**src/design/websocket_frame_receiver_unit_defines.svh**
```systemverilog
// ----------------------------------------------------------------------------
// websocket_frame_receiver_unit_defines.svh
// Assertion macros shared by the frame receiver RTL.
// ----------------------------------------------------------------------------
`ifndef WEBSOCKET_FRAME_RECEIVER_UNIT_DEFINES_SVH
`define WEBSOCKET_FRAME_RECEIVER_UNIT_DEFINES_SVH

// clocked check, disabled during reset
`define WSFR_ASSERT(lbl, prop) \
    lbl: assert property (@(posedge clk) disable iff (!rst_n) prop) \
        else $error("wsfr: check failed");

// same, with a message of its own
`define WSFR_ASSERT_MSG(lbl, prop, msg) \
    lbl: assert property (@(posedge clk) disable iff (!rst_n) prop) \
        else $error(msg);

`endif

```
**src/design/wsfr_pkg.sv**
```systemverilog
// ----------------------------------------------------------------------------
// wsfr_pkg
// Types and constants of the WebSocket frame receiver.
// ----------------------------------------------------------------------------
`default_nettype none

package wsfr_pkg;

    typedef enum logic [2:0] {
        PH_HDR0    = 3'd0,
        PH_HDR1    = 3'd1,
        PH_LENHI   = 3'd2,
        PH_LENLO   = 3'd3,
        PH_MASK    = 3'd4,
        PH_PAYLOAD = 3'd5
    } phase_t;

    localparam logic [1:0] KIND_DATA       = 2'd0;
    localparam logic [1:0] KIND_PONG       = 2'd1;
    localparam logic [1:0] KIND_PONG_EMPTY = 2'd2;
    localparam logic [1:0] KIND_CLOSE      = 2'd3;

    localparam logic [6:0] OP_CONT   = 7'h00;
    localparam logic [6:0] OP_TEXT   = 7'h01;
    localparam logic [6:0] OP_BINARY = 7'h02;
    localparam logic [6:0] OP_CLOSE  = 7'h08;
    localparam logic [6:0] OP_PING   = 7'h09;
    localparam logic [6:0] OP_PONG   = 7'h0A;

    localparam logic [15:0] CLOSE_NORMAL    = 16'd1000;
    localparam logic [15:0] CLOSE_PROTOCOL  = 16'd1002;
    localparam logic [15:0] CLOSE_BAD_DATA  = 16'd1003;
    localparam logic [15:0] CLOSE_TOO_BIG   = 16'd1009;

    localparam logic [6:0]  LEN_EXT16       = 7'd126;
    localparam logic [6:0]  LEN_EXT64       = 7'd127;
    localparam logic [15:0] CTRL_MAX_LEN    = 16'd125;
    localparam logic [16:0] HDR_ALLOWANCE   = 17'd8;

    localparam int          CFG_IDX_W       = 8;
    localparam logic [CFG_IDX_W-1:0] CFG_IDX_DATA_KIND = 8'd0;
    localparam logic [CFG_IDX_W-1:0] CFG_IDX_MAX_FRAME = 8'd1;

    localparam logic [1:0]  DATA_KIND_RESET = 2'd1;
    localparam logic [16:0] MAX_FRAME_RESET = 17'd65536;

    typedef struct packed {
        logic        valid;
        logic [1:0]  kind;
        logic [7:0]  value;
        logic [15:0] close_code;
        logic        frame_last;
    } result_t;

endpackage

`default_nettype wire

```
**src/design/wsfr_parser.sv**
```systemverilog
// ----------------------------------------------------------------------------
// wsfr_parser
// Header parser, unmasking and close decision; one byte per step.
// ----------------------------------------------------------------------------
`default_nettype none

module wsfr_parser
    import wsfr_pkg::*;
(
    input  wire logic        clk,
    input  wire logic        rst_n,
    input  wire logic        step,
    input  wire logic [7:0]  rx_byte,
    input  wire logic [1:0]  accepted_data_kind,
    input  wire logic [16:0] max_frame_total,
    output result_t          result
);

    phase_t      phase_reg, phase_next;
    logic [6:0]  opcode_reg, opcode_next;
    logic        fin_reg, fin_next;
    logic [15:0] len_reg, len_next;
    logic [31:0] key_reg, key_next;
    logic [15:0] pos_reg, pos_next;
    logic [15:0] peer_reg, peer_next;
    logic        stopped_reg, stopped_next;

    logic [15:0] len16;
    logic [16:0] pos_inc;
    logic [7:0]  key_byte;
    logic [7:0]  unmasked;
    logic        pay_last;
    result_t     res;

    assign len16   = {len_reg[15:8], rx_byte};
    assign pos_inc = {1'b0, pos_reg} + 17'd1;

    always_comb
    begin
        case (pos_reg[1:0])
            2'd0:    key_byte = key_reg[31:24];
            2'd1:    key_byte = key_reg[23:16];
            2'd2:    key_byte = key_reg[15:8];
            default: key_byte = key_reg[7:0];
        endcase
    end

    assign unmasked = rx_byte ^ key_byte;
    assign pay_last = pos_inc >= {1'b0, len_reg};

    always_comb
    begin
        phase_next   = phase_reg;
        opcode_next  = opcode_reg;
        fin_next     = fin_reg;
        len_next     = len_reg;
        key_next     = key_reg;
        pos_next     = pos_reg;
        peer_next    = peer_reg;
        stopped_next = stopped_reg;
        res          = '0;

        if (step && !stopped_reg)
        begin
            case (phase_reg)
                PH_HDR0:
                begin
                    opcode_next = rx_byte[6:0];
                    fin_next    = rx_byte[7];
                    phase_next  = PH_HDR1;
                end
                PH_HDR1:
                begin
                    if (!rx_byte[7])
                    begin
                        res = '{1'b1, KIND_CLOSE, 8'd0, CLOSE_PROTOCOL, 1'b1};
                    end
                    else if (rx_byte[6:0] == LEN_EXT64)
                    begin
                        res = '{1'b1, KIND_CLOSE, 8'd0, CLOSE_TOO_BIG, 1'b1};
                    end
                    else if (rx_byte[6:0] == LEN_EXT16)
                    begin
                        phase_next = PH_LENHI;
                    end
                    else
                    begin
                        len_next   = {9'd0, rx_byte[6:0]};
                        pos_next   = '0;
                        phase_next = PH_MASK;
                    end
                end
                PH_LENHI:
                begin
                    len_next   = {rx_byte, 8'd0};
                    phase_next = PH_LENLO;
                end
                PH_LENLO:
                begin
                    len_next = len16;
                    if (len16 < {9'd0, LEN_EXT16})
                    begin
                        res = '{1'b1, KIND_CLOSE, 8'd0, CLOSE_PROTOCOL, 1'b1};
                    end
                    else if ({1'b0, len16} + HDR_ALLOWANCE > max_frame_total)
                    begin
                        res = '{1'b1, KIND_CLOSE, 8'd0, CLOSE_TOO_BIG, 1'b1};
                    end
                    else
                    begin
                        pos_next   = '0;
                        phase_next = PH_MASK;
                    end
                end
                PH_MASK:
                begin
                    key_next = {key_reg[23:0], rx_byte};
                    pos_next = pos_inc[15:0];
                    if (pos_reg[1:0] == 2'd3)
                    begin
                        // header complete: judge the frame
                        pos_next   = '0;
                        phase_next = PH_PAYLOAD;
                        if (opcode_reg[6:3] != 4'd0 && (!fin_reg || len_reg > CTRL_MAX_LEN))
                        begin
                            res = '{1'b1, KIND_CLOSE, 8'd0, CLOSE_TOO_BIG, 1'b1};
                        end
                        else
                        begin
                            case (opcode_reg)
                                OP_PING:
                                begin
                                    if (len_reg == '0)
                                    begin
                                        phase_next = PH_HDR0;
                                        res = '{1'b1, KIND_PONG_EMPTY, 8'd0, 16'd0, 1'b1};
                                    end
                                end
                                OP_TEXT, OP_BINARY:
                                begin
                                    if (opcode_reg != {5'd0, accepted_data_kind})
                                    begin
                                        res = '{1'b1, KIND_CLOSE, 8'd0, CLOSE_BAD_DATA, 1'b1};
                                    end
                                    else if (len_reg == '0)
                                    begin
                                        phase_next = PH_HDR0;
                                    end
                                end
                                OP_CONT, OP_PONG:
                                begin
                                    if (len_reg == '0)
                                    begin
                                        phase_next = PH_HDR0;
                                    end
                                end
                                OP_CLOSE:
                                begin
                                    peer_next = '0;
                                    if (len_reg == '0)
                                    begin
                                        res = '{1'b1, KIND_CLOSE, 8'd0, CLOSE_NORMAL, 1'b1};
                                    end
                                end
                                default:
                                begin
                                    res = '{1'b1, KIND_CLOSE, 8'd0, CLOSE_PROTOCOL, 1'b1};
                                end
                            endcase
                        end
                    end
                end
                PH_PAYLOAD:
                begin
                    pos_next = pos_inc[15:0];
                    if (pay_last)
                    begin
                        phase_next = PH_HDR0;
                    end
                    case (opcode_reg)
                        OP_PING:
                        begin
                            res = '{1'b1, KIND_PONG, unmasked, 16'd0, pay_last};
                        end
                        OP_CONT, OP_TEXT, OP_BINARY:
                        begin
                            res = '{1'b1, KIND_DATA, unmasked, 16'd0, pay_last};
                        end
                        OP_CLOSE:
                        begin
                            if (pos_reg == 16'd0)
                            begin
                                peer_next = {unmasked, 8'd0};
                            end
                            else if (pos_reg == 16'd1)
                            begin
                                peer_next = {peer_reg[15:8], unmasked};
                            end
                            if (pay_last)
                            begin
                                res = '{1'b1, KIND_CLOSE, 8'd0,
                                        (len_reg >= 16'd2) ? peer_next : CLOSE_NORMAL, 1'b1};
                            end
                        end
                        default:
                        begin
                            res = '0;
                        end
                    endcase
                end
                default:
                begin
                    phase_next = PH_HDR0;
                end
            endcase

            if (res.valid && res.kind == KIND_CLOSE)
            begin
                stopped_next = 1'b1;
            end
        end
    end

    always_ff @(posedge clk or negedge rst_n)
    begin
        if (!rst_n)
        begin
            phase_reg   <= PH_HDR0;
            opcode_reg  <= '0;
            fin_reg     <= 1'b0;
            len_reg     <= '0;
            key_reg     <= '0;
            pos_reg     <= '0;
            peer_reg    <= '0;
            stopped_reg <= 1'b0;
        end
        else
        begin
            phase_reg   <= phase_next;
            opcode_reg  <= opcode_next;
            fin_reg     <= fin_next;
            len_reg     <= len_next;
            key_reg     <= key_next;
            pos_reg     <= pos_next;
            peer_reg    <= peer_next;
            stopped_reg <= stopped_next;
        end
    end

    assign result = res;

endmodule

`default_nettype wire

```
**src/design/websocket_frame_receiver_unit.sv**
```systemverilog
// ----------------------------------------------------------------------------
// websocket_frame_receiver_unit
// Client-to-server WebSocket frame receiver: parses headers, unmasks payload,
// answers pings and decides close requests.
//
// Usage:
//   s_axis carries received frame bytes, one item per byte (tdata = rx_byte).
//   m_axis carries results: tuser = kind, tdata = {close_code, value},
//   tlast = last result of the current frame. Not every byte gives a result.
//   cfg writes accepted_data_kind (index 0) and max_frame_total (index 1);
//   cfg_ready is always high; user makes writes while block is idle (not enforced).
// Timing:
//   One byte accepted per clock while the output is not stalled. A byte is
//   registered at its handshake, parsed once the output register is free, and
//   its result lands in the output register. Rate is set by the parse step.
// Reset: parser waits for the first header byte, registers take their
//   defaults, both item registers are empty.
// Stall: while m_axis_tready is low and a result waits, the pending input
//   byte is held and s_axis_tready drops once the input register is full.
//   After a close request all further bytes are taken and dropped until reset.
// ----------------------------------------------------------------------------
`default_nettype none

`include "websocket_frame_receiver_unit_defines.svh"

module websocket_frame_receiver_unit
    import wsfr_pkg::*;
(
    input  wire logic                 clk,
    input  wire logic                 rst_n,
    input  wire logic                 s_axis_tvalid,
    output logic                      s_axis_tready,
    input  wire logic [7:0]           s_axis_tdata,   // [7:0] rx_byte
    output logic                      m_axis_tvalid,
    input  wire logic                 m_axis_tready,
    output logic [23:0]               m_axis_tdata,   // [7:0] value, [23:8] close_code
    output logic                      m_axis_tlast,
    output logic [1:0]                m_axis_tuser,   // [1:0] kind
    input  wire logic                 cfg_valid,
    output logic                      cfg_ready,
    input  wire logic [CFG_IDX_W-1:0] cfg_index,
    input  wire logic [16:0]          cfg_data
);

    logic        in_valid_reg;
    logic [7:0]  in_byte_reg;
    logic        out_valid_reg;
    logic [23:0] out_data_reg;
    logic        out_last_reg;
    logic [1:0]  out_kind_reg;
    logic [1:0]  data_kind_reg;
    logic [16:0] max_frame_reg;
    logic        out_free;
    logic        step;
    result_t     res;

    assign out_free      = !out_valid_reg || m_axis_tready;
    assign step          = in_valid_reg && out_free;
    assign s_axis_tready = !in_valid_reg || out_free;
    assign cfg_ready     = 1'b1;

    wsfr_parser u_parser (
        .clk                (clk),
        .rst_n              (rst_n),
        .step               (step),
        .rx_byte            (in_byte_reg),
        .accepted_data_kind (data_kind_reg),
        .max_frame_total    (max_frame_reg),
        .result             (res)
    );

    always_ff @(posedge clk or negedge rst_n)
    begin
        if (!rst_n)
        begin
            in_valid_reg  <= 1'b0;
            out_valid_reg <= 1'b0;
            data_kind_reg <= DATA_KIND_RESET;
            max_frame_reg <= MAX_FRAME_RESET;
        end
        else
        begin
            if (s_axis_tready)
            begin
                in_valid_reg <= s_axis_tvalid;
            end
            if (out_free)
            begin
                out_valid_reg <= step && res.valid;
            end
            if (cfg_valid && cfg_ready)
            begin
                if (cfg_index == CFG_IDX_DATA_KIND)
                begin
                    data_kind_reg <= cfg_data[1:0];
                end
                else if (cfg_index == CFG_IDX_MAX_FRAME)
                begin
                    max_frame_reg <= cfg_data;
                end
            end
        end
    end

    always_ff @(posedge clk)
    begin
        if (s_axis_tready && s_axis_tvalid)
        begin
            in_byte_reg <= s_axis_tdata;
        end
        if (step && res.valid)
        begin
            out_data_reg <= {res.close_code, res.value};
            out_last_reg <= res.frame_last;
            out_kind_reg <= res.kind;
        end
    end

    assign m_axis_tvalid = out_valid_reg;
    assign m_axis_tdata  = out_data_reg;
    assign m_axis_tlast  = out_last_reg;
    assign m_axis_tuser  = out_kind_reg;

    // nothing follows a close request
    `WSFR_ASSERT_MSG(a_silent_after_close,
        (m_axis_tvalid && m_axis_tready && m_axis_tuser == KIND_CLOSE) |=> !m_axis_tvalid,
        "wsfr: result after close request")

    // payload results carry no close code
    `WSFR_ASSERT(a_payload_no_code,
        (m_axis_tvalid && (m_axis_tuser == KIND_DATA || m_axis_tuser == KIND_PONG))
            |-> (m_axis_tdata[23:8] == 16'd0))

    // close and empty pong end the frame and carry no byte
    `WSFR_ASSERT(a_ctrl_result_shape,
        (m_axis_tvalid && (m_axis_tuser == KIND_CLOSE || m_axis_tuser == KIND_PONG_EMPTY))
            |-> (m_axis_tlast && m_axis_tdata[7:0] == 8'd0))

endmodule

`default_nettype wire
```
**config.mk**
```make
export PLATFORM = sky130hd
export DESIGN_NAME = websocket_frame_receiver_unit
export DESIGN_NICKNAME = d
export VERILOG_FILES = /design/src/design/wsfr_pkg.sv /design/src/design/wsfr_parser.sv /design/src/design/websocket_frame_receiver_unit.sv
export VERILOG_INCLUDE_DIRS = /design/src /design/src/design
export SDC_FILE = /design/constraint.sdc
export NUM_CORES = 1
export LEC_CHECK = 0
export BUFFER_PORTS_ARGS = -buffer_cell sky130_fd_sc_hd__buf_2
export CORE_MARGIN = 1.5
export CORE_UTILIZATION = 40
export CTS_CLUSTER_SIZE = 16
export DETAILED_ROUTE_END_ITERATION = 8
export PLACE_DENSITY_LB_ADDON = 0.25
export SYNTH_ARGS = -nofsm -noshare
export SYNTH_HDL_FRONTEND = slang
export SYNTH_SLANG_ARGS = --single-unit
```
**constraint.sdc**
```tcl
create_clock -name clk -period 11.75 [get_ports clk]
set_input_delay 2.35 -clock clk [delete_from_list [all_inputs] [get_ports clk]]
set_output_delay 2.35 -clock clk [all_outputs]
set_load 0.02 [all_outputs]
```
==> summary.md, run 1 <==
| Metric | Value |
|---|---|
| Die H | `between 100 and 150 um` |
| Row count | `51` |
| Share of layout cells above drive strength 1 | `22.4%` |
| I/O Pins | `68` |
| Detailed Place HPWL | `between 10000 and 15000 um` |
| Clock share of power | `approximately 30%` |
| Number of flops mapped to enable cells by yosys | `35` |
| Routability cong. | `0.907` |
| Main synth FF type | `dfrtp_1` |
| Initial antenna violation count | `0` |
| Slew Viols, Final | `0` |
| Post-CTS setup buffer count | `0` |
| Antenna Cells | `0` |
| Post-synth ARST share | `between 70% and 80%` |
| Reg2reg end | `m_axis_tdata[17]` |
| Final Instance Area | `just over 9000 um2` |
| Top cell type's share of synthesized area | `between 30% and 40%` |
| P_sw | `between 0.7 and 0.8 mW` |
| Ys Warns | `0` |
| Fin. Hold Viols | `0` |
| Register bit total from synthesis | `148` |
| Worst endpoint required time | `roughly 9.4 ns` |
| TritonCTS Buffers | `17` |
| Max FO, Critical Path | `3` |
| Final net count | `roughly 890` |
| Most common cell after layout, fill and taps aside | `dfrtp_1` |
| CTS root buf | `clkbuf_16` |
| Area leader, netlist | `dfrtp_1` |
| DRT Pass-1 Iters | `6` |
| Clock skew | `between 0.007 and 0.008 ns` |
| Comb power frac | `approximately a third` |
| Worst-Margin Slew | `approximately 1.1 ns` |
| CTS clk-pin slew, worst paths | `about 0.06 ns` |
| R2R Setup Slk | `approximately 6.9 ns` |
| Vias per inst | `between 5 and 6` |
| Leak | `approximately 3.9 nW` |
| Largest net degree at the start of global routing | `60` |
| Post-route ant nets | `0` |
| First-pass GRT wire length | `slightly below 30000 um` |
| WL final | `roughly 18000 um` |
| Vias in the first global route | `approximately 5700` |
| Sequential share of power | `a little under two fifths` |
| Drt first-iter violations | `between 400 and 500` |
| Met3 usage | `about 3.7%` |
| Setup crit start | `m_axis_tready` |
| Cells on worst reg2reg path | `14` |
| Synthesized cell area | `between 7000 and 8000 um2` |
| Post-cts resize count | `0` |
| Clk_lat worst skew | `around 0.43 ns` |
| Die X | `about 140 um` |
| Arrival time worst endpoint | `between 2 and 3 ns` |
| DIE AREA | `~21000 um2` |
| All-Layer GR Usage | `between 10% and 20%` |
| Critical path class | `in2out` |
| Met2 usage | `between 30% and 40%` |
| DRC | `0` |
| Most frequent cells in the layout | `dfrtp_1 (111), nand2_1 (67), buf_2 (65)` |
| Yosys cell types | `66` |
| Seq/Total Area, Yosys | `a little under 50%` |
| # H-tree levels | `4` |
| Sum Neg Setup Slack | `0 ns` |
| Syn_area_per_cell | `10.5 um2` |
| Sink Count | `around 150` |
| Status | `completed` |
| GR Util met1 | `approximately 25%` |
| Max-cap check violation count | `0` |
| Critical Path Sink | `s_axis_tready` |
| Max reg flops | `32` |
| CTS max path bufs | `2` |
| Tmin final | `5.16 ns` |
| Final global-route overflow total | `0` |
| Core area | `just under 20000 um2` |
| Via count | `around 6000` |
| # hold bufs at CTS | `0` |
| PwrDens | `~210 nW/um2` |
| Post-synth net total | `between 800 and 900` |
| Worst R2R Start | `u_parser.pos_reg[0]` |
| RSZ-0062 raised after global routing | `false` |
| Worst min path class | `reg2reg` |
| Sw Ratio | `37.3%` |
| CTS tree | `yes` |
| DR WL/cell | `~17 um` |
| Startpoint Class | `input pin` |
| Busiest grt layer | `met2` |
| Rel. slew slack | `a little over a quarter` |
| Peak supply drop | `about 0.00012 V` |
| Number of port buffers | `66` |
| Tcrit/Tclk final | `43.9%` |
| Area after DPL | `8480 um2` |
| Number of setup violations in the final report | `0` |
| Starting Density | `just over 40%` |
| Fmax | `roughly 190 MHz` |
| Layout area overhead | `14.6%` |
| Setup crit end kind | `output port` |
| Int Power | `1.22 mW` |
| Area contributors post-synth | `dfrtp_1 (35%), edfxtp_1 (13%), mux2_2 (8.4%)` |
| Synth Instances | `759` |
-- logic make-up (layout without fill, tap and decap cells) --
group	count (synthesis)	after routing	share of synthesized area, %
mux	60	60	8.50
other cells	1	1	0.0472
xor+xnor	31	31	3.42
flops	148	148	48.9
simple gates	238	238	15.4
compound gates	162	162	13.6
fa+ha+maj	39	39	6.15
buf+inv	80	148	4.04
-- worst min path at each step --
stage                    startpoint              endpoint  cells after the start
6_report       u_parser.stopped_reg  u_parser.stopped_reg                      1
5_1_grt        u_parser.stopped_reg  u_parser.stopped_reg                      1
4_1_cts        u_parser.stopped_reg  u_parser.stopped_reg                      1
3_5_place_dp   u_parser.stopped_reg  u_parser.stopped_reg                      1
3_3_place_gp   u_parser.peer_reg[2]  u_parser.peer_reg[2]                      2
2_1_floorplan  u_parser.stopped_reg  u_parser.stopped_reg                      1
-- synthesized netlist by cell type (all sizes together), types with 3 or more instances --
master,number
a211oi,5
a21oi,46
a222oi,8
a22o,20
a31oi,5
buf,9
clkbuf,24
dfrtp,111
edfxtp,35
ha,39
inv,46
mux2,59
nand2,68
nand2b,5
nand3,21
nand4,17
nor2,63
nor2b,6
nor3,16
nor4,14
o211ai,5
o21a,4
o21ai,42
o21bai,3
o311a,3
o31ai,7
or2,5
or4,8
xnor2,24
xor2,7
-- layout make-up --
cell class	instances	area [um2]
fill	1844	10400
clock buffer	17	425
multi-input combinational	531	3740
sequential	148	3880
inverter	47	176
tap	265	332
clock inverter	15	193
timing repair buffer	69	355
-- worst max-delay path: stages --
cell	delay (ns)
buf_2	0.10
nand3b_1	0.18
buf_2	0.18
-- power by group through the flow --
stage | Clock, mW | Combinational, mW | Sequential (mW)
after global routing | 0.608 | 0.703 | 0.754
after floorplan | 0 | 0.483 | 0.708
after CTS | 0.585 | 0.629 | 0.736
after global placement | 0 | 0.618 | 0.741
final | 0.573 | 0.630 | 0.737
after detailed placement | 0 | 0.627 | 0.745
-- routing by layer --
layer / wire (um) / up-vias
li1: - / 2875
met1: 8420 / 2846
met2: 8760 / 151
met3: 845 / 21
met4: 225 / 0
met5: 0 / -
-- stage by stage --
stage	setup WS [ns]	util, %	power (mW)	hold slack [ns]	instances
5_1_grt	6.47	46.8	2.07	0.495	1092
3_5_place_dp	6.47	43.6	1.37	0.465	1060
6_report	6.59	46.8	1.94	0.475	1092
3_3_place_gp	6.58	43.6	1.36	0.461	1060
4_1_cts	6.58	46.8	1.95	0.480	1092
2_1_floorplan	6.77	-	1.19	0.444	759
Note: power is estimated with default switching activity, not from simulation.
==> inputs of run 2 (changes only) <==
==> constraint.sdc (replaced) <==
create_clock -name clk -period 5.2 [get_ports clk]
set_input_delay 1.04 -clock clk [delete_from_list [all_inputs] [get_ports clk]]
set_output_delay 1.04 -clock clk [all_outputs]
set_load 0.02 [all_outputs]
==> run 2 against run 1 <==
Utilization up 0.26 points. Clock skew up 0.0038 ns. Flip-flop and latch count unchanged. Highest routed layer unchanged. Global-route usage up 0.18 points. Via count down 0.29%. Non-clock buffer count up 6. Largest power group unchanged. Critical path depth up 10. Routed wire length up 0.87%. Clock power up 130%. Combinational power up 130%.
==> summary.md, run 2 (same netlist as run 1, synthesis figures left out) <==
| Metric | Value |
|---|---|
| Drt first-iter violations | `393 (-7.3%)` |
| Max-cap check violation count | `0 (unchanged)` |
| Setup crit end kind | `flop` |
| Met2 usage | `29.5% (-0.88 points)` |
| Most common cell after layout, fill and taps aside | `dfrtp_1` |
| CTS max path bufs | `2 (unchanged)` |
| Peak supply drop | `0.000440 V (+250%)` |
| Fin Hold WS | `0.474 ns (-0.000654 ns)` |
| Most frequent cells in the layout | `dfrtp_1 (111), nand2_1 (67), buf_2 (65)` |
| Post-cts resize count | `0 (unchanged)` |
| Clock skew | `0.0108 ns (+0.00380 ns)` |
| PwrDens | `483 nW/um2 (+130%)` |
| Starting Density | `40.8% (unchanged)` |
| WL final | `18400 um (+0.87%)` |
| Leak | `3.96 nW (+0.55%)` |
| Status | `completed` |
| Area after DPL | `8530 um2 (+0.53%)` |
| Vias in the first global route | `5476 (-3.8%)` |
| Sum Neg Setup Slack | `0 ns (unchanged)` |
| Row count | `51 (unchanged)` |
| Startpoint Class | `flop` |
| Sink Count | `148 (unchanged)` |
| # hold bufs at CTS | `0 (unchanged)` |
| Initial antenna violation count | `0 (unchanged)` |
| CTS tree | `yes` |
| Largest net degree at the start of global routing | `60 (unchanged)` |
| # H-tree levels | `4 (unchanged)` |
| All-Layer GR Usage | `18.8% (+0.18 points)` |
| Number of setup violations in the final report | `0 (unchanged)` |
| Fin. Hold Viols | `0 (unchanged)` |
| Layout Cells excl Fill | `1097 (+0.46%)` |
| TritonCTS Buffers | `17 (unchanged)` |
| Die X | `144 um (unchanged)` |
| # fillers | `1828 (-0.87%)` |
| Layout area overhead | `15.3%` |
| RSZ-0062 raised after global routing | `false` |
| GR Util met1 | `25.2% (+0.44 points)` |
| Critical path class | `reg2reg` |
| Final net count | `897 (+0.67%)` |
| Max reg flops | `32 (unchanged)` |
| Tmin final | `approximately 4.3 ns` |
| Final Instance Area | `9150 um2 (+0.56%)` |
| Met3 usage | `5.26% (+1.5 points)` |
| Routability cong. | `0.919 (+1.3%)` |
| CTS clk-pin slew, worst paths | `0.06 ns (about the same)` |
| Via count | `5876 (-0.29%)` |
| Core area | `19500 um2 (unchanged)` |
| Post-CTS setup buffer count | `0 (unchanged)` |
| DIE AREA | `20700 um2 (unchanged)` |
| Max FO, Critical Path | `18 (+15)` |
| Worst min path class | `reg2reg` |
| Share of layout cells above drive strength 1 | `22.8% (+0.47 points)` |
| Worst endpoint required time | `5.51 ns (-3.89 ns)` |
| First-pass GRT wire length | `29600 um (+0.31%)` |
| Busiest grt layer | `met2` |
| Worst R2R Start | `in_byte_reg[4]` |
| Antenna Cells | `0 (unchanged)` |
| Arrival time worst endpoint | `4.65 ns (+1.84 ns)` |
| Detailed Place HPWL | `13500 um (+0.83%)` |
| Slew Viols, Final | `0 (unchanged)` |
| Worst Hold Launch | `u_parser.stopped_reg` |
| I/O Pins | `68 (unchanged)` |
| Number of port buffers | `66 (unchanged)` |
| Placed Cells | `1066 (+0.57%)` |
| DR WL/cell | `16.8 um (+0.41%)` |
| DRC | `0 (unchanged)` |
| Vias per inst | `5.36 (-0.74%)` |
| Setup crit start | `in_byte_reg[4]` |
| Die H | `144 um (unchanged)` |
| DRT Pass-1 Iters | `5 (-1)` |
| Tcrit/Tclk final | `between 80% and 90%` |
| Fmax | `230 MHz` |
| CTS root buf | `clkbuf_16` |
| Final global-route overflow total | `0 (unchanged)` |
| Rel. slew slack | `31.3% (+4.8 points)` |
| Clk_lat worst skew | `0.43 ns (about the same)` |
| Post-route ant nets | `0 (unchanged)` |
| Worst-Margin Slew | `1.02 ns (-0.0776 ns)` |
| Final core occ | `47.0% (+0.26 points)` |
## run 2: cell count changes in the layout (fill, tap and decap cells not counted)
cell / previous run / this run
clkinvlp_4: 2 / 4
bufinv_16: 3 / 4
buf_4: 4 / 10
inv_8: 3 / 0
clkinv_2: 2 / 1
## run 2: final timing paths
path	endpoint	slack [ns]	cells after the start
max	u_parser.pos_reg[14]	0.86	13
min	u_parser.stopped_reg	0.47	1
max reg2reg	u_parser.pos_reg[14]	0.86	13
min reg2reg	u_parser.stopped_reg	0.47	1
max in group asynchronous	u_parser.key_reg[23]	3.28	2
min in group asynchronous	data_kind_reg[1]	0.65	1
## run 2: area by class of cell
type / count / area, um2 / share of cell area (%)
sequential: 148 / 3880 / 42.4
timing repair buffer: 75 / 400 / 4.38
multi-input combinational: 531 / 3740 / 40.8
tap: 265 / 332 / 3.62
clock inverter: 14 / 199 / 2.17
inverter: 47 / 176 / 1.93
clock buffer: 17 / 425 / 4.65
## run 2: worst max-delay path, cell delays in order (launching register included)
cell,delay (ns)
edfxtp_1,0.55
ha_1,0.25
nand3_1,0.14
or2_2,0.38
nor4_1,0.33
xnor2_1,0.12
ha_1,0.29
nand4_1,0.15
nor4_2,0.35
a211oi_1,0.13
o21a_1,0.15
or4_1,0.83
or2_1,0.35
a32o_1,0.20
## run 2: power breakdown
part,switching [mW],total [mW],internal (mW)
combinational,0.882,1.45,0.568
sequential,0.231,1.66,1.43
clock,0.503,1.31,0.806
total,1.62,4.42,2.80
## run 2: per-layer routing
metal	routed length (um)	share of wire [%]
met3	876	4.8
met4	331	1.8
met5	0	0
met1	8700	47
met2	8500	46
## run 2: metrics by stage
stage	setup WS (ns)	power (mW)
2_1_floorplan	1.33	2.69
3_3_place_gp	1.01	3.12
3_5_place_dp	0.872	3.13
4_1_cts	0.856	4.45
5_1_grt	0.527	4.71
6_report	0.859	4.42
==> inputs of run 3 (changes only) <==
--- a/config.mk
+++ b/config.mk
@@ -6,6 +6,7 @@
 export SDC_FILE = /design/constraint.sdc
 export NUM_CORES = 1
 export LEC_CHECK = 0
+export ABC_AREA = 1
 export BUFFER_PORTS_ARGS = -buffer_cell sky130_fd_sc_hd__buf_2
 export CORE_MARGIN = 1.5
 export CORE_UTILIZATION = 40
==> constraint.sdc (replaced) <==
create_clock -name clk -period 3.8 [get_ports clk]
set_input_delay 0.76 -clock clk [delete_from_list [all_inputs] [get_ports clk]]
set_output_delay 0.76 -clock clk [all_outputs]
set_load 0.02 [all_outputs]
==> run 3 against run 2 <==
Global-route usage up 0.99 points. Fmax grew 28%. Sequential share of layout area is 2.1 points lower. Final area increased by 5.1%. Sequential power about the same. Combinational power shrank 90%. Via count increased by 15%. First-iteration DRC count up 2.0%. Non-clock buffer count is 3 higher. Die area is 4.3% higher. Register-to-register slack worse by 0.45 ns. Critical endpoint is now m_axis_tdata[4]. Highest routed layer unchanged.
==> summary.md, run 3 <==
| Metric | Value |
|---|---|
| Main synth FF type | `dfrtp_1` |
| DR WL/cell | `14.8 um (-12%)` |
| DRC | `0 (unchanged)` |
| Leak | `4.67 nW (+18%)` |
| Max reg flops | `32 (unchanged)` |
| RSZ-0062 raised after global routing | `false` |
| Most common cell after layout, fill and taps aside | `nand2_1` |
| Startpoint Class | `flop` |
| Simple-gate share of the synthesized area | `24.7% (+9.3 points)` |
| Ys Warns | `0 (unchanged)` |
| First-pass GRT wire length | `33200 um (+12%)` |
| WL final | `20200 um (+10%)` |
| Drt first-iter violations | `401 (+2.0%)` |
| Detailed Place HPWL | `15100 um (+12%)` |
| # hold bufs at CTS | `0 (unchanged)` |
| I/O Pins | `68 (unchanged)` |
| Worst min path class | `in2async` |
| Peak supply drop | `0.000335 V (-24%)` |
| Fmax | `295 MHz (+28%)` |
| Placed Cells | `1335 (+25%)` |
| Post-route ant nets | `0 (unchanged)` |
| Rel. slew slack | `40.8% (+9.5 points)` |
| Slew Viols, Final | `0 (unchanged)` |
| Max FO, Critical Path | `27 (+9)` |
| Fin. Hold Viols | `0 (unchanged)` |
| Post-synth ARST share | `76.4% (unchanged)` |
| Final global-route overflow total | `0 (unchanged)` |
| CTS tree | `yes` |
| Worst-Margin Slew | `0.885 ns (-0.137 ns)` |
| Synthesized cell area | `8280 um2 (+4.4%)` |
| All-Layer GR Usage | `19.8% (+0.99 points)` |
| Layout Cells excl Fill | `1367 (+25%)` |
| Max-cap check violation count | `0 (unchanged)` |
| Die X | `147 um (+2.1%)` |
| Seq/Total Area, Yosys | `46.9% (-2.0 points)` |
| Row count | `52 (+2.0%)` |
| Antenna Cells | `0 (unchanged)` |
| DRT Pass-1 Iters | `5 (unchanged)` |
| Number of port buffers | `66 (unchanged)` |
| Core area | `20300 um2 (+4.3%)` |
| Tcrit/Tclk final | `89.3% (+5.8 points)` |
| TritonCTS Buffers | `17 (unchanged)` |
| Register bit total from synthesis | `148 (unchanged)` |
| Yosys cell types | `55 (-17%)` |
| PwrDens | `369 nW/um2 (-24%)` |
| Via count | `6772 (+15%)` |
| Post-synthesis mux area share | `1.22% (-7.3 points)` |
| CTS clk-pin slew, worst paths | `0.07 ns (about the same)` |
| Worst endpoint required time | `3.94 ns (-1.57 ns)` |
| Initial antenna violation count | `0 (unchanged)` |
| Final core occ | `47.4% (+0.37 points)` |
| Clk_lat worst skew | `0.44 ns (about the same)` |
| Top cell type's share of synthesized area | `33.5% (-1.5 points)` |
| Number of flops mapped to enable cells by yosys | `35 (unchanged)` |
| Share of layout cells above drive strength 1 | `16.0% (-6.9 points)` |
| DIE AREA | `21600 um2 (+4.3%)` |
| Sum Neg Setup Slack | `0 ns (unchanged)` |
| Post-synth net total | `1081 (+29%)` |
| Arrival time worst endpoint | `3.53 ns (-1.12 ns)` |
| Critical path class | `reg2reg` |
| Largest net degree at the start of global routing | `81 (+35%)` |
| Sink Count | `148 (unchanged)` |
| Vias in the first global route | `6299 (+15%)` |
| Status | `completed` |
| Main combinational cell family by area after synthesis | `simple AND/OR/NAND/NOR gates` |
| Most common library cells after synthesis | `nand2_1 (246), inv_1 (125), dfrtp_1 (111)` |
| Final net count | `1161 (+29%)` |
| Setup crit end kind | `flop` |
| Synth Instances | `1004 (+32%)` |
| Vias per inst | `4.95 (-7.5%)` |
| Area share of fa/ha/maj cells after synthesis | `5.89% (-0.26 points)` |
| Syn_area_per_cell | `8.25 um2 (-21%)` |
| Clock skew | `0.0133 ns (+0.00243 ns)` |
| Area leader, netlist | `dfrtp_1` |
| Die H | `147 um (+2.1%)` |
| Cells on worst reg2reg path | `22 (+9)` |
| Number of setup violations in the final report | `0 (unchanged)` |
| Starting Density | `40.8% (about the same)` |
| Area contributors post-synth | `dfrtp_1 (34%), edfxtp_1 (13%), nand2_1 (11%)` |
| CTS max path bufs | `2 (unchanged)` |
| Most frequent cells in the layout | `nand2_1 (245), inv_1 (125), dfrtp_1 (111)` |
| Post-Synth XOR/XNOR Area | `2.75% (-0.67 points)` |
| Post-CTS setup buffer count | `0 (unchanged)` |
| CTS root buf | `clkbuf_16` |
| Routability cong. | `0.862 (-6.1%)` |
| Synth Area in Compound Gates | `11.2% (-2.4 points)` |
| Dominant cell by count in the synthesized netlist | `nand2_1` |
| Layout area overhead | `16.1%` |
| Tmin final | `3.39 ns (-0.950 ns)` |
| # H-tree levels | `4 (unchanged)` |
==> run 3: cell types whose count changed after synthesis, moves of 10 or more <==
cell,before,now
nand2_1,67,246
xor2_1,7,25
nor2_1,63,106
inv_2,0,12
clkbuf_1,24,10
nand4_1,17,7
o21ai_1,0,16
xnor2_1,24,1
o21ai_0,42,67
a22o_1,15,2
nand3_1,21,57
mux2_2,59,9
inv_1,46,125
==> run 3: metal layers <==
metal | vias to the layer above | share of wire, % | GRT usage, %
met5 | - | 0 | 0
met4 | 0 | 2.4 | 6.20
met3 | 37 | 5.2 | 4.60
met2 | 188 | 42 | 29.3
met1 | 3127 | 50 | 28.8
li1 | 3420 | - | -
==> run 3: cell families after synthesis <==
kind of cell    Yosys count
simple gates            461
compound gates          163
buf+inv                 157
flops                   148
fa+ha+maj                39
xor+xnor                 26
mux                       9
other cells               1
==> run 3: final cells by class <==
class,count,area [um2]
Clock buffer,17,425
Tap cell,270,338
Multi-Input combinational cell,699,3810
Inverter,140,528
Timing Repair Buffer,78,448
Sequential cell,148,3880
Clock inverter,15,185
Fill cell,2019,10700
==> run 3: per-stage QoR <==
step,cell area (um2),total power [mW],setup slack [ns],hold WS (ns)
global placement,8970,1.82,0.219,0.465
finish,9620,3.55,0.408,0.271
floorplan,8280,1.74,0.219,0.448
detailed placement,8970,1.82,0.122,0.474
CTS,9580,3.58,0.0941,0.288
global route,9620,3.66,0.0358,0.308
==> run 3: power breakdown <==
part	internal [mW]	switching, mW
logic	0.0466	0.0919
registers	1.64	0.0114
clock network	0.997	0.763
total	2.68	0.866
==> run 3: final timing paths <==
path	from	to	slack, ns
worst max-delay path	in_byte_reg[3]	m_axis_tdata[4]	0.41
worst min-delay path	rst_n	max_frame_reg[11]	0.27
worst max register to register	in_byte_reg[3]	m_axis_tdata[4]	0.41
worst min register to register	u_parser.peer_reg[14]	u_parser.peer_reg[14]	0.49
max in group asynchronous	rst_n	data_kind_reg[0]	2.70
min in group clk	u_parser.peer_reg[14]	u_parser.peer_reg[14]	0.49
==> run 3: repair_timing <==
action / 4_1_cts / 5_1_grt
endpoints found under the setup margin: 0 / 31
endpoints found under the hold margin: 0 / 0
resized for setup: 0 / 8
==> run 3: worst max-delay path: stages (launching register included) <==
cell and delay (ns):
edfxtp_1 0.35, ha_1 0.19, nand2_1 0.07, nor2_2 0.13
nand3_1 0.12, nor2_1 0.11, nand2_1 0.09, nor3_2 0.16
nand3_1 0.11, xor2_1 0.15, inv_1 0.06, ha_1 0.27
nand2_1 0.06, inv_1 0.06, nand3_1 0.09, nor2_1 0.18
a21oi_1 0.09, nand2_1 0.11, a21oi_2 0.08, nand3_1 0.15
nand2_2 0.09, nand2_1 0.13, buf_12 0.20
